==> config.mk <==
export PLATFORM = sky130hd
export DESIGN_NAME = binary_to_decimal_ascii_top
export DESIGN_NICKNAME = d
export VERILOG_FILES = /design/src/b2da_pkg.sv /design/src/b2da_ctrl.sv /design/src/b2da_dp.sv /design/src/binary_to_decimal_ascii_top.sv
export SDC_FILE = /design/constraint.sdc
export NUM_CORES = 1
export LEC_CHECK = 0
export BUFFER_PORTS_ARGS = -buffer_cell sky130_fd_sc_hd__buf_2
export CAP_MARGIN = 20
export CORE_MARGIN = 3
export CORE_UTILIZATION = 50
export DETAILED_ROUTE_END_ITERATION = 7
export GPL_ROUTABILITY_DRIVEN = 0
export HOLD_SLACK_MARGIN = 0.06
export PLACE_DENSITY = 0.74
export SYNTH_ARGS = -nofsm -noshare
export SYNTH_HDL_FRONTEND = slang
export SYNTH_HIERARCHICAL = 1
export SYNTH_SLANG_ARGS = --single-unit
export TNS_END_PERCENT = 1
==> constraint.sdc <==
create_clock -name clk_i -period 6.46 [get_ports clk_i]
set_input_delay 0.646 -clock clk_i [delete_from_list [all_inputs] [get_ports clk_i]]
set_output_delay 0.646 -clock clk_i [all_outputs]
set_load 0.02 [all_outputs]
==> src/b2da_pkg.sv <==
// ----------------------------------------------------------------------------
// b2da_pkg
// Shared constants and controller/datapath interface types for the binary to
// decimal ASCII converter.
// ----------------------------------------------------------------------------
package b2da_pkg;

  localparam int INPUT_W    = 64;
  localparam int VALUE_BITS = 64;
  localparam int NUM_DIGITS = (VALUE_BITS * 30103) / 100000 + 1;
  localparam int BCD_W      = 4 * NUM_DIGITS;
  localparam int CHAR_W     = 6;
  localparam int CNT_W      = $clog2(VALUE_BITS + 1);
  localparam int DIG_W      = $clog2(NUM_DIGITS + 1);

  localparam logic [CHAR_W-1:0] ASCII_ZERO = 6'd48;

  typedef struct packed {
    logic load;
    logic step;
    logic skip;
    logic push;
  } b2da_cmd_t;

  typedef struct packed {
    logic conv_done;
    logic top_zero;
    logic last_digit;
    logic out_free;
  } b2da_sts_t;

endpackage

==> src/b2da_ctrl.sv <==
// ----------------------------------------------------------------------------
// b2da_ctrl
// Sequencer: load, shift-add-3 conversion, leading zero skip, digit emission.
// ----------------------------------------------------------------------------
module b2da_ctrl (
  input  logic                clk_i,
  input  logic                rst_ni,
  input  logic                in_valid_i,
  output logic                in_ready_o,
  input  b2da_pkg::b2da_sts_t sts_i,
  output b2da_pkg::b2da_cmd_t cmd_o
);
  import b2da_pkg::*;

  typedef enum logic [3:0] {
    ST_IDLE = 4'b0001,
    ST_CONV = 4'b0010,
    ST_SKIP = 4'b0100,
    ST_EMIT = 4'b1000
  } state_e;

  state_e state_q, state_d;

  always_comb begin
    state_d    = state_q;
    cmd_o      = '0;
    in_ready_o = 1'b0;
    unique case (state_q)
      ST_IDLE: begin
        in_ready_o = 1'b1;
        if (in_valid_i) begin
          cmd_o.load = 1'b1;
          state_d    = ST_CONV;
        end
      end
      ST_CONV: begin
        cmd_o.step = 1'b1;
        if (sts_i.conv_done) begin
          state_d = ST_SKIP;
        end
      end
      ST_SKIP: begin
        if (sts_i.top_zero && !sts_i.last_digit) begin
          cmd_o.skip = 1'b1;
        end else begin
          state_d = ST_EMIT;
        end
      end
      ST_EMIT: begin
        if (sts_i.out_free) begin
          cmd_o.push = 1'b1;
          if (sts_i.last_digit) begin
            state_d = ST_IDLE;
          end
        end
      end
      default: state_d = ST_IDLE;
    endcase
  end

  always_ff @(posedge clk_i or negedge rst_ni) begin
    if (!rst_ni) begin
      state_q <= ST_IDLE;
    end else begin
      state_q <= state_d;
    end
  end

endmodule

==> src/b2da_dp.sv <==
// ----------------------------------------------------------------------------
// b2da_dp
// Datapath: binary and BCD shift registers, counters and output word register.
// ----------------------------------------------------------------------------
module b2da_dp (
  input  logic                          clk_i,
  input  logic                          rst_ni,
  input  logic [b2da_pkg::INPUT_W-1:0]  value_i,
  input  b2da_pkg::b2da_cmd_t           cmd_i,
  output b2da_pkg::b2da_sts_t           sts_o,
  output logic                          out_valid_o,
  input  logic                          out_ready_i,
  output logic [b2da_pkg::CHAR_W-1:0]   digit_char_o,
  output logic                          last_o
);
  import b2da_pkg::*;

  logic [VALUE_BITS-1:0] bin_q, bin_d;
  logic [BCD_W-1:0]      bcd_q, bcd_d, bcd_adj;
  logic [CNT_W-1:0]      cnt_q, cnt_d;
  logic [DIG_W-1:0]      dig_cnt_q, dig_cnt_d;
  logic                  out_valid_q, out_valid_d;
  logic [CHAR_W-1:0]     digit_q, digit_d;
  logic                  last_q, last_d;
  logic [3:0]            top_nib;

  assign top_nib = bcd_q[BCD_W-1 -: 4];

  always_comb begin
    for (int i = 0; i < NUM_DIGITS; i++) begin
      if (bcd_q[4*i +: 4] >= 4'd5) begin
        bcd_adj[4*i +: 4] = bcd_q[4*i +: 4] + 4'd3;
      end else begin
        bcd_adj[4*i +: 4] = bcd_q[4*i +: 4];
      end
    end
  end

  always_comb begin
    bin_d       = bin_q;
    bcd_d       = bcd_q;
    cnt_d       = cnt_q;
    dig_cnt_d   = dig_cnt_q;
    digit_d     = digit_q;
    last_d      = last_q;
    out_valid_d = out_valid_q && !out_ready_i;
    if (cmd_i.load) begin
      bin_d     = value_i[VALUE_BITS-1:0];
      bcd_d     = '0;
      cnt_d     = CNT_W'(VALUE_BITS);
      dig_cnt_d = DIG_W'(NUM_DIGITS);
    end
    if (cmd_i.step) begin
      bcd_d = {bcd_adj[BCD_W-2:0], bin_q[VALUE_BITS-1]};
      bin_d = bin_q << 1;
      cnt_d = cnt_q - 1'b1;
    end
    if (cmd_i.skip || cmd_i.push) begin
      bcd_d     = {bcd_q[BCD_W-5:0], 4'b0000};
      dig_cnt_d = dig_cnt_q - 1'b1;
    end
    if (cmd_i.push) begin
      digit_d     = ASCII_ZERO + {2'b00, top_nib};
      last_d      = (dig_cnt_q == DIG_W'(1));
      out_valid_d = 1'b1;
    end
  end

  always_ff @(posedge clk_i or negedge rst_ni) begin
    if (!rst_ni) begin
      cnt_q       <= '0;
      dig_cnt_q   <= '0;
      out_valid_q <= 1'b0;
    end else begin
      cnt_q       <= cnt_d;
      dig_cnt_q   <= dig_cnt_d;
      out_valid_q <= out_valid_d;
    end
  end

  always_ff @(posedge clk_i) begin
    bin_q   <= bin_d;
    bcd_q   <= bcd_d;
    digit_q <= digit_d;
    last_q  <= last_d;
  end

  assign sts_o.conv_done  = (cnt_q == CNT_W'(1));
  assign sts_o.top_zero   = (top_nib == 4'd0);
  assign sts_o.last_digit = (dig_cnt_q == DIG_W'(1));
  assign sts_o.out_free   = !out_valid_q || out_ready_i;

  assign out_valid_o  = out_valid_q;
  assign digit_char_o = digit_q;
  assign last_o       = last_q;

  a_push_bcd_digit: assert property (@(posedge clk_i) disable iff (!rst_ni)
    cmd_i.push |-> top_nib <= 4'd9)
    else $error("non-decimal digit emitted");

  a_skip_zero_only: assert property (@(posedge clk_i) disable iff (!rst_ni)
    cmd_i.skip |-> (top_nib == 4'd0) && (dig_cnt_q != DIG_W'(1)))
    else $error("skipped a significant digit");

  a_push_fills_out: assert property (@(posedge clk_i) disable iff (!rst_ni)
    cmd_i.push |=> out_valid_q && (last_q == $past(dig_cnt_q == DIG_W'(1))))
    else $error("pushed word lost or mis-flagged");

endmodule

==> src/binary_to_decimal_ascii_top.sv <==
// ----------------------------------------------------------------------------
// binary_to_decimal_ascii_top
// Binary to decimal ASCII converter: one input word, one output word per
// decimal digit, most significant first, leading zeros dropped.
// Sequence: the input is accepted, the 64-step shift-add-3 loop converts it, up
// to 19 leading zeros of the 20-digit value are skipped, and the digits are
// emitted one digit per cycle while the output is free (held by out_ready_i);
// the next input is taken only after the last digit.
// Reset: asynchronous, active low; clears the sequencer and output valid.
// ----------------------------------------------------------------------------
module binary_to_decimal_ascii_top (
  input  logic                          clk_i,
  input  logic                          rst_ni,
  input  logic                          in_valid_i,
  output logic                          in_ready_o,
  input  logic [b2da_pkg::INPUT_W-1:0]  value_i,
  output logic                          out_valid_o,
  input  logic                          out_ready_i,
  output logic [b2da_pkg::CHAR_W-1:0]   digit_char_o,
  output logic                          last_o
);
  import b2da_pkg::*;

  b2da_cmd_t cmd;
  b2da_sts_t sts;

  b2da_ctrl u_ctrl (
    .clk_i      (clk_i),
    .rst_ni     (rst_ni),
    .in_valid_i (in_valid_i),
    .in_ready_o (in_ready_o),
    .sts_i      (sts),
    .cmd_o      (cmd)
  );

  b2da_dp u_dp (
    .clk_i        (clk_i),
    .rst_ni       (rst_ni),
    .value_i      (value_i),
    .cmd_i        (cmd),
    .sts_o        (sts),
    .out_valid_o  (out_valid_o),
    .out_ready_i  (out_ready_i),
    .digit_char_o (digit_char_o),
    .last_o       (last_o)
  );

endmodule

# Word level (Yosys, flattened, before mapping)

Index checks and enable logic that the tools add are counted.

Bits of input ports: 68
Memories: 0
Bits in read-only memories: 0
RAM bits: 0
Bits in registers: 168
Bits in latches: 0
Word-level logic and storage cells: 120

Add/subtract/negate cells: 23
Shifts and indexed selects: 0
Order comparisons: 20
Eq/ne operators: 11
Multipliers: 0
Muxes and demuxes: 44
Reduce and logical (&&, ||, !) cells: 12
Bitwise gates (word level): 0
Divide/modulo/power cells: 0

Operators with widths:

| kind                  | number |
|---|---|
| $mux W80              | 3 |
| $mux W64              | 2 |
| $mux W4               | 24 |
| $ge A4 B3 Y1 const B  | 20 |
| $add A4 B2 Y4 const B | 19 |
| $pmux W4 S4           | 1 |
| $mux W7               | 2 |
| $mux W5               | 2 |
| $mux W1               | 9 |
| $ne A2 B2 Y1 const B  | 4 |
| $eq A7 B1 Y1 const B  | 1 |
| $sub A7 B1 Y7 const B | 1 |
| $add A5 B5 Y6 const A | 1 |
| $eq A5 B1 Y1 const B  | 1 |
| $reduce_and A5 Y1     | 1 |
| $sub A5 B1 Y5 const B | 1 |
| $eq A4 B1 Y1 const B  | 1 |
| $eq A4 B2 Y1 const B  | 1 |
| $eq A4 B3 Y1 const B  | 1 |
| $eq A4 B4 Y1 const B  | 1 |
| $logic_not A4 Y1      | 1 |
| $reduce_bool A2 Y1    | 2 |
| $add A3 B2 Y3 const B | 1 |
| $logic_not A1 Y1      | 3 |
| 5 further kinds       | 7 |

# Logic depth before layout (Yosys ltp)

Gate-level depths: netlist of run 1.

Depth after elaboration: 7
Mapped depth: 11

# Cells and area by module

The synthesis of run 1 kept the hierarchy.

By module, submodules not included:

| module    | cells an instance | seq. area each (µm²) | instances | area an instance (µm²) |
|---|---|---|---|---|
| b2da_dp   | 698               | 4,749.6              | 1         | 8,435.6 |
| b2da_ctrl | 27                | 101.3                | 1         | 265.3 |

# Worst setup path after synthesis of run 1

Ideal clock, no wire load.

Path type: input -> register
From: input out_ready_i
To: register u_dp.bcd_q[3]
Data arrival time: 3,804 ps
Setup time: 117 ps
Path buffers: 1
Stages: 8
Data required time: 6,343 ps
Setup slack: 2,538 ps
Cells stage by stage: nand2b_1 > nand2_1 > nor3_1 > nor2_1 > buf_2 > nand2_1 > o31ai_1 > a32o_1

RTL lines:

| element              | line                              | source |
|---|---|---|
| from (decl)          | binary_to_decimal_ascii_top.sv:18 | `input logic out_ready_i,` |
| to (signal assigned) | b2da_dp.sv:83                     | `bcd_q <= bcd_d;` |
| to (decl)            | b2da_dp.sv:19                     | `logic [BCD_W-1:0] bcd_q, bcd_d, bcd_adj;` |

==> results of run 1 <==
-- worst max path at each step --
| stage | start | to | cells past startpoint |
|---|---|---|---|
| after floorplan | out_ready_i | u_dp/bcd_q[3] | 8 |
| after global placement | u_dp/bcd_q[76] | u_dp/bcd_q[3] | 11 |
| after detailed placement | u_dp/bcd_q[76] | u_dp/bcd_q[3] | 11 |
| after CTS | u_dp/dig_cnt_q[1] | u_dp/bcd_q[4] | 10 |
| after global routing | u_dp/dig_cnt_q[1] | u_dp/bcd_q[24] | 10 |
| final | u_dp/dig_cnt_q[1] | u_dp/bcd_q[4] | 10 |
-- per-layer routing --
metal / global-route usage, % / wire length, microns / share of wire, %
met2: 29.37 / 8178 / 47
met5: 0 / 11 / 0.064
met1: 25.08 / 7784 / 45
met4: 7.958 / 289 / 1.7
met3: 5.298 / 972 / 5.6
-- registers in the layout, indices dropped and copies added (netlist names) --
register,flops
u_dp/bcd_q,80
u_dp/bin_q,64
u_dp/cnt_q,7
u_ctrl/state_q,4
u_dp/out_valid_o,1
u_dp/dig_cnt_q,5
u_dp/last_o,1
u_dp/digit_char_o,4
-- power groups by stage --
stage               clock network [mW]  registers [mW]  logic (mW)
CTS                               1.03            1.33       0.408
global route                      1.07            1.34       0.463
floorplan                            0            1.34       0.299
finish                            1.01            1.33       0.412
global placement                     0            1.34       0.379
detailed placement                   0            1.35       0.403
-- final cells by class --
cell class	count	area (sq um)	area share, %
multi-input combinational	472	3487	35.40
timing repair buffer	82	450.4	4.573
sequential	166	4851	49.24
tap	220	275.3	2.794
clock buffer	24	546.8	5.551
inverter	50	187.7	1.905
clock inverter	8	52.55	0.5335
-- kinds of logic (layout without fill, tap and decap cells) --
| family | Yosys count | after routing | synth area share (%) |
|---|---|---|---|
| other | 1 | 2 | 0.04310 |
| AO/OA/AOI/OAI | 223 | 223 | 17.86 |
| adder cells (fa/ha/maj) | 44 | 44 | 6.327 |
| flip-flops | 166 | 166 | 55.75 |
| multiplexers | 21 | 21 | 2.660 |
| XOR/XNOR | 42 | 42 | 4.228 |
| AND/OR/NAND/NOR | 140 | 140 | 8.657 |
| buffers and inverters | 88 | 164 | 4.472 |
-- synthesized netlist by cell type (3+ instances only) --
cell type  number  share of area (%)
dfrtp_1        16                4.6
xor2_1         21                2.1
o32ai_1        19                1.9
nor2_1         26                1.1
nand2_1        44                1.9
a31o_2         19                1.9
mux2_2         17                2.2
nand2b_1       27                1.9
ha_1           44                6.3
xnor2_1        21                2.1
nor3b_1        21                1.8
o22ai_1         3               0.22
buf_6           3               0.39
nor3_1          4               0.23
dfxtp_1         5                1.2
clkbuf_1       10               0.43
a22o_1         68                6.8
a21oi_1        41                2.4
edfxtp_1      144                 50
buf_2          23                1.3
mux2i_1         4               0.46
o21ai_0        63                3.6
inv_1          50                2.2
-- through the flow --
| step | utilization (%) | total power [mW] |
|---|---|---|
| 2_1_floorplan | - | 1.635 |
| 3_3_place_gp | 54.84 | 1.722 |
| 3_5_place_dp | 54.84 | 1.751 |
| 4_1_cts | 58.41 | 2.769 |
| 5_1_grt | 58.57 | 2.871 |
| 6_report | 58.57 | 2.752 |
==> metrics.txt, run 1 <==
status finished clean; vias in the first global route 5968; Post-synth ARST share 10.24%; CTS clk-pin slew, worst paths 70 ps; IO buf count 74; worst reg2reg path depth 10; GRT Residual Overflow 0; Iter 0 DRT Violations 397; CP Data Required Time 6690 ps; FF+latch count, synth 166; H-tree depth 4; Sequential Power Share 48.2%; Final Hold Slack 131.8 ps; I/O pin cnt 77; row cnt 47; relative slew slack 48.56%; WP buf/inv 3; die footprint 0.01902 sq mm; crit path time final 3747 ps; number of buffers created by CTS 17; synthesized area 0.008701 sq mm; Finish-stage setup viols 0; Clock Sinks 166; crit path DAT 3980 ps; Post-Layout Cell Count 1022; synthesized area per cell 12.00 sq um; Max Slew Vio Count 0; cts hold-fix bufs 0; remaining antenna violation count after routing 0; Final Cycle Share 58.01%; Core ar. 0.01682 sq mm; RR Startpoint u_dp/dig_cnt_q[1]; via count 5959; post-synthesis sequential area ratio 55.75%; FILL cells 1386; share of cells above drive strength 1 19.95%; f_max 266.9 MHz; drt drc 0; DP Area 0.009224 sq mm; Int Pwr 2.031 mW; cts repair resizes 0; synth unique cells 48; Horiz. Die Dim 137.9 microns; Leak 3.838 nW; CTS tree built; Layout Cell Area excl Fill 0.009851 sq mm; DR WL/cell 16.86 microns; Net Sw Frac 26.17%; Bufs on Longest Clock Path 2; vias per cell 5.831; die height 137.9 microns; Post-synth EDFFs 144; RSZ-0062 raised after global routing false; Initial Util 51.73%; flop2flop setup slack 2710 ps; nets@finish 901; clk_lat worst skew 430 ps; most common cell after layout, fill and taps aside edfxtp_1; crit-path cells inv_1, ha_1, nor4b_1, nand2b_1, nor4b_1, nor2_4, buf_4, nand2_1, buf_4, o32ai_1; Area growth syn-to-layout 13.22%; Clk pwr share 36.9%; Setup TNS Final 0 ps; Peak VDD IR 0.0001924 V; Comb power frac 15.0%; Final WS setup 2713 ps; initial antenna violation count 1; ant diodes 0; CP max-delay cell buf_4; Max Cap Viol 0; Net Sw Power 0.7202 mW; gr usage total 18.91%; most frequent cells in the layout edfxtp_1, buf_2, a22o_1; Pwr Density 279.3 mW/mm^2; startpoint types flop; largest net degree at the start of global routing 81; Hold Crit Class in -> async; Critical Path Max Stage Delay 540 ps; Initial DRT Pass Iterations 4; Post-CTS Setup Bufs 0; Layout Skew 7.438 ps; Critical Path End Type flop; placed insts 989; CP Class reg -> reg; pre-CTS WS 2673 ps; commonest register cell after synthesis edfxtp_1; HPWL after detailed placement 11190 microns; reg-to-reg endpoint u_dp/bcd_q[4]; CP Max Fanout 51; final wirelength 17240 microns; CP top delay family simple AND/OR/NAND/NOR gates; post-synthesis cell count 725; root buf cell clkbuf_16; worst slew pin tran 771.6 ps; first-pass GRT wire length 28510 microns; synth warn 6; Final Hold Vio Count 0
No activity file was read; power rests on OpenSTA's default activity.
==> inputs of run 2 (changes only) <==
==> constraint.sdc (replaced) <==
create_clock -name clk_i -period 3.52 [get_ports clk_i]
set_input_delay 0.352 -clock clk_i [delete_from_list [all_inputs] [get_ports clk_i]]
set_output_delay 0.352 -clock clk_i [all_outputs]
set_load 0.02 [all_outputs]
==> run 2 against run 1 <==
  * Fmax grew 28%
  * Final cell count grew 0.68%
  * Cell area rose by 0.36%
  * Utilization grew 0.21 points
  * Register-to-register slack got worse by 2100 ps
  * Via count grew 0.10%
  * Clock skew rose by 0.62 ps
  * Wire length is 2.6% higher
  * Critical path type unchanged
  * Critical endpoint is now u_dp/bcd_q[62]
  * Largest power group unchanged
==> metrics.txt, run 2 (same netlist as run 1, synthesis figures left out) <==
crit path DAT 3090 ps; Core ar. 0.01682 sq mm; gr usage total 19.37%; DR WL/cell 17.19 microns; Critical Path End Type flop; cts hold-fix bufs 1; die height 137.9 microns; placed insts 996; Horiz. Die Dim 137.9 microns; CP Class reg -> reg; CTS clk-pin slew, worst paths 60 ps; Clock Sinks 166; Max Cap Viol 0; max FFs per register 80; Hold Crit Depth 3; I/O pin cnt 77; crit path time final 2938 ps; drt drc 0; Layout Skew 8.058 ps; RSZ-0062 raised after global routing false; ant diodes 0; most frequent cells in the layout edfxtp_1, buf_2, a22o_1; vias in the first global route 6134; most common cell after layout, fill and taps aside edfxtp_1; Bufs on Longest Clock Path 2; min-delay src value_i[0]; die footprint 0.01902 sq mm; Peak VDD IR 0.0003326 V; initial antenna violation count 0; Top reg by flops u_dp/bcd_q; Hold Path End u_dp/bin_q[0]; reg-to-reg endpoint u_dp/bcd_q[62]; Post-Layout Cell Count 1029; remaining antenna violation count after routing 0; Setup TNS Final 0 ps; share of cells above drive strength 1 20.02%; IO buf count 74; root buf cell clkbuf_16; first-pass GRT wire length 29290 microns; row cnt 47; Initial Util 51.73%; worst reg2reg path depth 10; RR Startpoint u_dp/bcd_q[76]; vias per cell 5.797; Final Cycle Share 83.45%; flop2flop setup slack 580 ps; f_max 340.4 MHz; Pwr Density 506.5 mW/mm^2; Hold Crit Class in -> reg; CTS tree built; GRT Residual Overflow 0; status finished clean; worst slew pin tran 694.5 ps; final wirelength 17690 microns; biggest regs u_dp/bcd_q x80, u_dp/bin_q x64, u_dp/cnt_q x7; largest net degree at the start of global routing 64; Leak 3.850 nW; CP Max Fanout 30; H-tree depth 4; Final Hold Vio Count 0; relative slew slack 53.63%; Initial DRT Pass Iterations 4; Max Slew Vio Count 0; clk_lat worst skew 420 ps; Iter 0 DRT Violations 422; number of buffers created by CTS 17; nets@finish 908; Area growth syn-to-layout 13.62%; cts repair resizes 0; Post-CTS Setup Bufs 0; HPWL after detailed placement 11470 microns; startpoint types flop; via count 5965; Finish-stage setup viols 0; CP Data Required Time 3670 ps
==> run 2: cell types whose count changed in the layout (fill, tap and decap cells not counted), sizes merged <==
cell         delta
buf             +6
bufinv          +2
clkbuf          -1
clkinv          +2
dlygate4sd3     +1
inv             -3
==> run 2: final cells by class <==
| type | count | area (sq um) |
|---|---|---|
| Clock buffer | 23 | 457.9 |
| Sequential cell | 166 | 4851 |
| Inverter | 50 | 187.7 |
| Timing Repair Buffer | 89 | 523.0 |
| Multi-Input combinational cell | 472 | 3487 |
| Tap cell | 220 | 275.3 |
| Fill cell | 1377 | 6933 |
| Clock inverter | 9 | 103.9 |
==> run 2: metrics by stage <==
step / power (mW) / setup WS [ps] / area [sq um] / hold slack, ps / utilization, %
after floorplan: 2.997 / 428.3 / 8707 / 56.41 / -
after detailed placement: 3.230 / 586.2 / 9314 / 294.9 / 55.38
after global placement: 3.176 / 709.3 / 9314 / 285.3 / 55.38
after CTS: 5.036 / 563.9 / 9886 / 170.2 / 58.78
after global routing: 5.237 / 351.6 / 9886 / 202.7 / 58.78
final: 5.007 / 582.4 / 9886 / 181.9 / 58.78
==> run 2: power breakdown <==
group / switching, mW / internal, mW
logic: 0.434 / 0.336
registers: 0.127 / 2.31
clock network: 0.740 / 1.06
total: 1.30 / 3.71
==> run 2: worst max path at each step <==
| stage | end | cells past startpoint | slack, ps | from |
|---|---|---|---|---|
| floorplan | u_dp/bcd_q[3] | 10 | 430 | u_dp/bcd_q[76] |
| CTS | u_dp/bcd_q[62] | 10 | 560 | u_dp/bcd_q[76] |
| finish | u_dp/bcd_q[62] | 10 | 580 | u_dp/bcd_q[76] |
| global route | u_dp/bcd_q[62] | 10 | 350 | u_dp/bcd_q[76] |
| detailed placement | u_dp/bcd_q[55] | 10 | 590 | u_dp/bcd_q[76] |
| global placement | u_dp/bcd_q[3] | 11 | 710 | u_dp/bcd_q[76] |
==> run 2: metal layers <==
layer,part of all wire (%),wire (microns),track usage [%],up-vias
li1,-,-,-,2847
met1,42,7355,24.47,2918
met2,50,8928,32.70,186
met3,6.8,1204,4.935,14
met4,1.1,203,6.422,0
met5,0,0,0,-
==> run 2: worst max-delay path, stage by stage, from the launching register on <==
cell and delay [ps]:
edfxtp_1 450, inv_1 100, ha_1 210, nor3b_1 200, nand2b_1 130, nor4b_1 620, nor2_4 110, buf_4 240
nand2_1 110, buf_4 310, o21ai_0 180
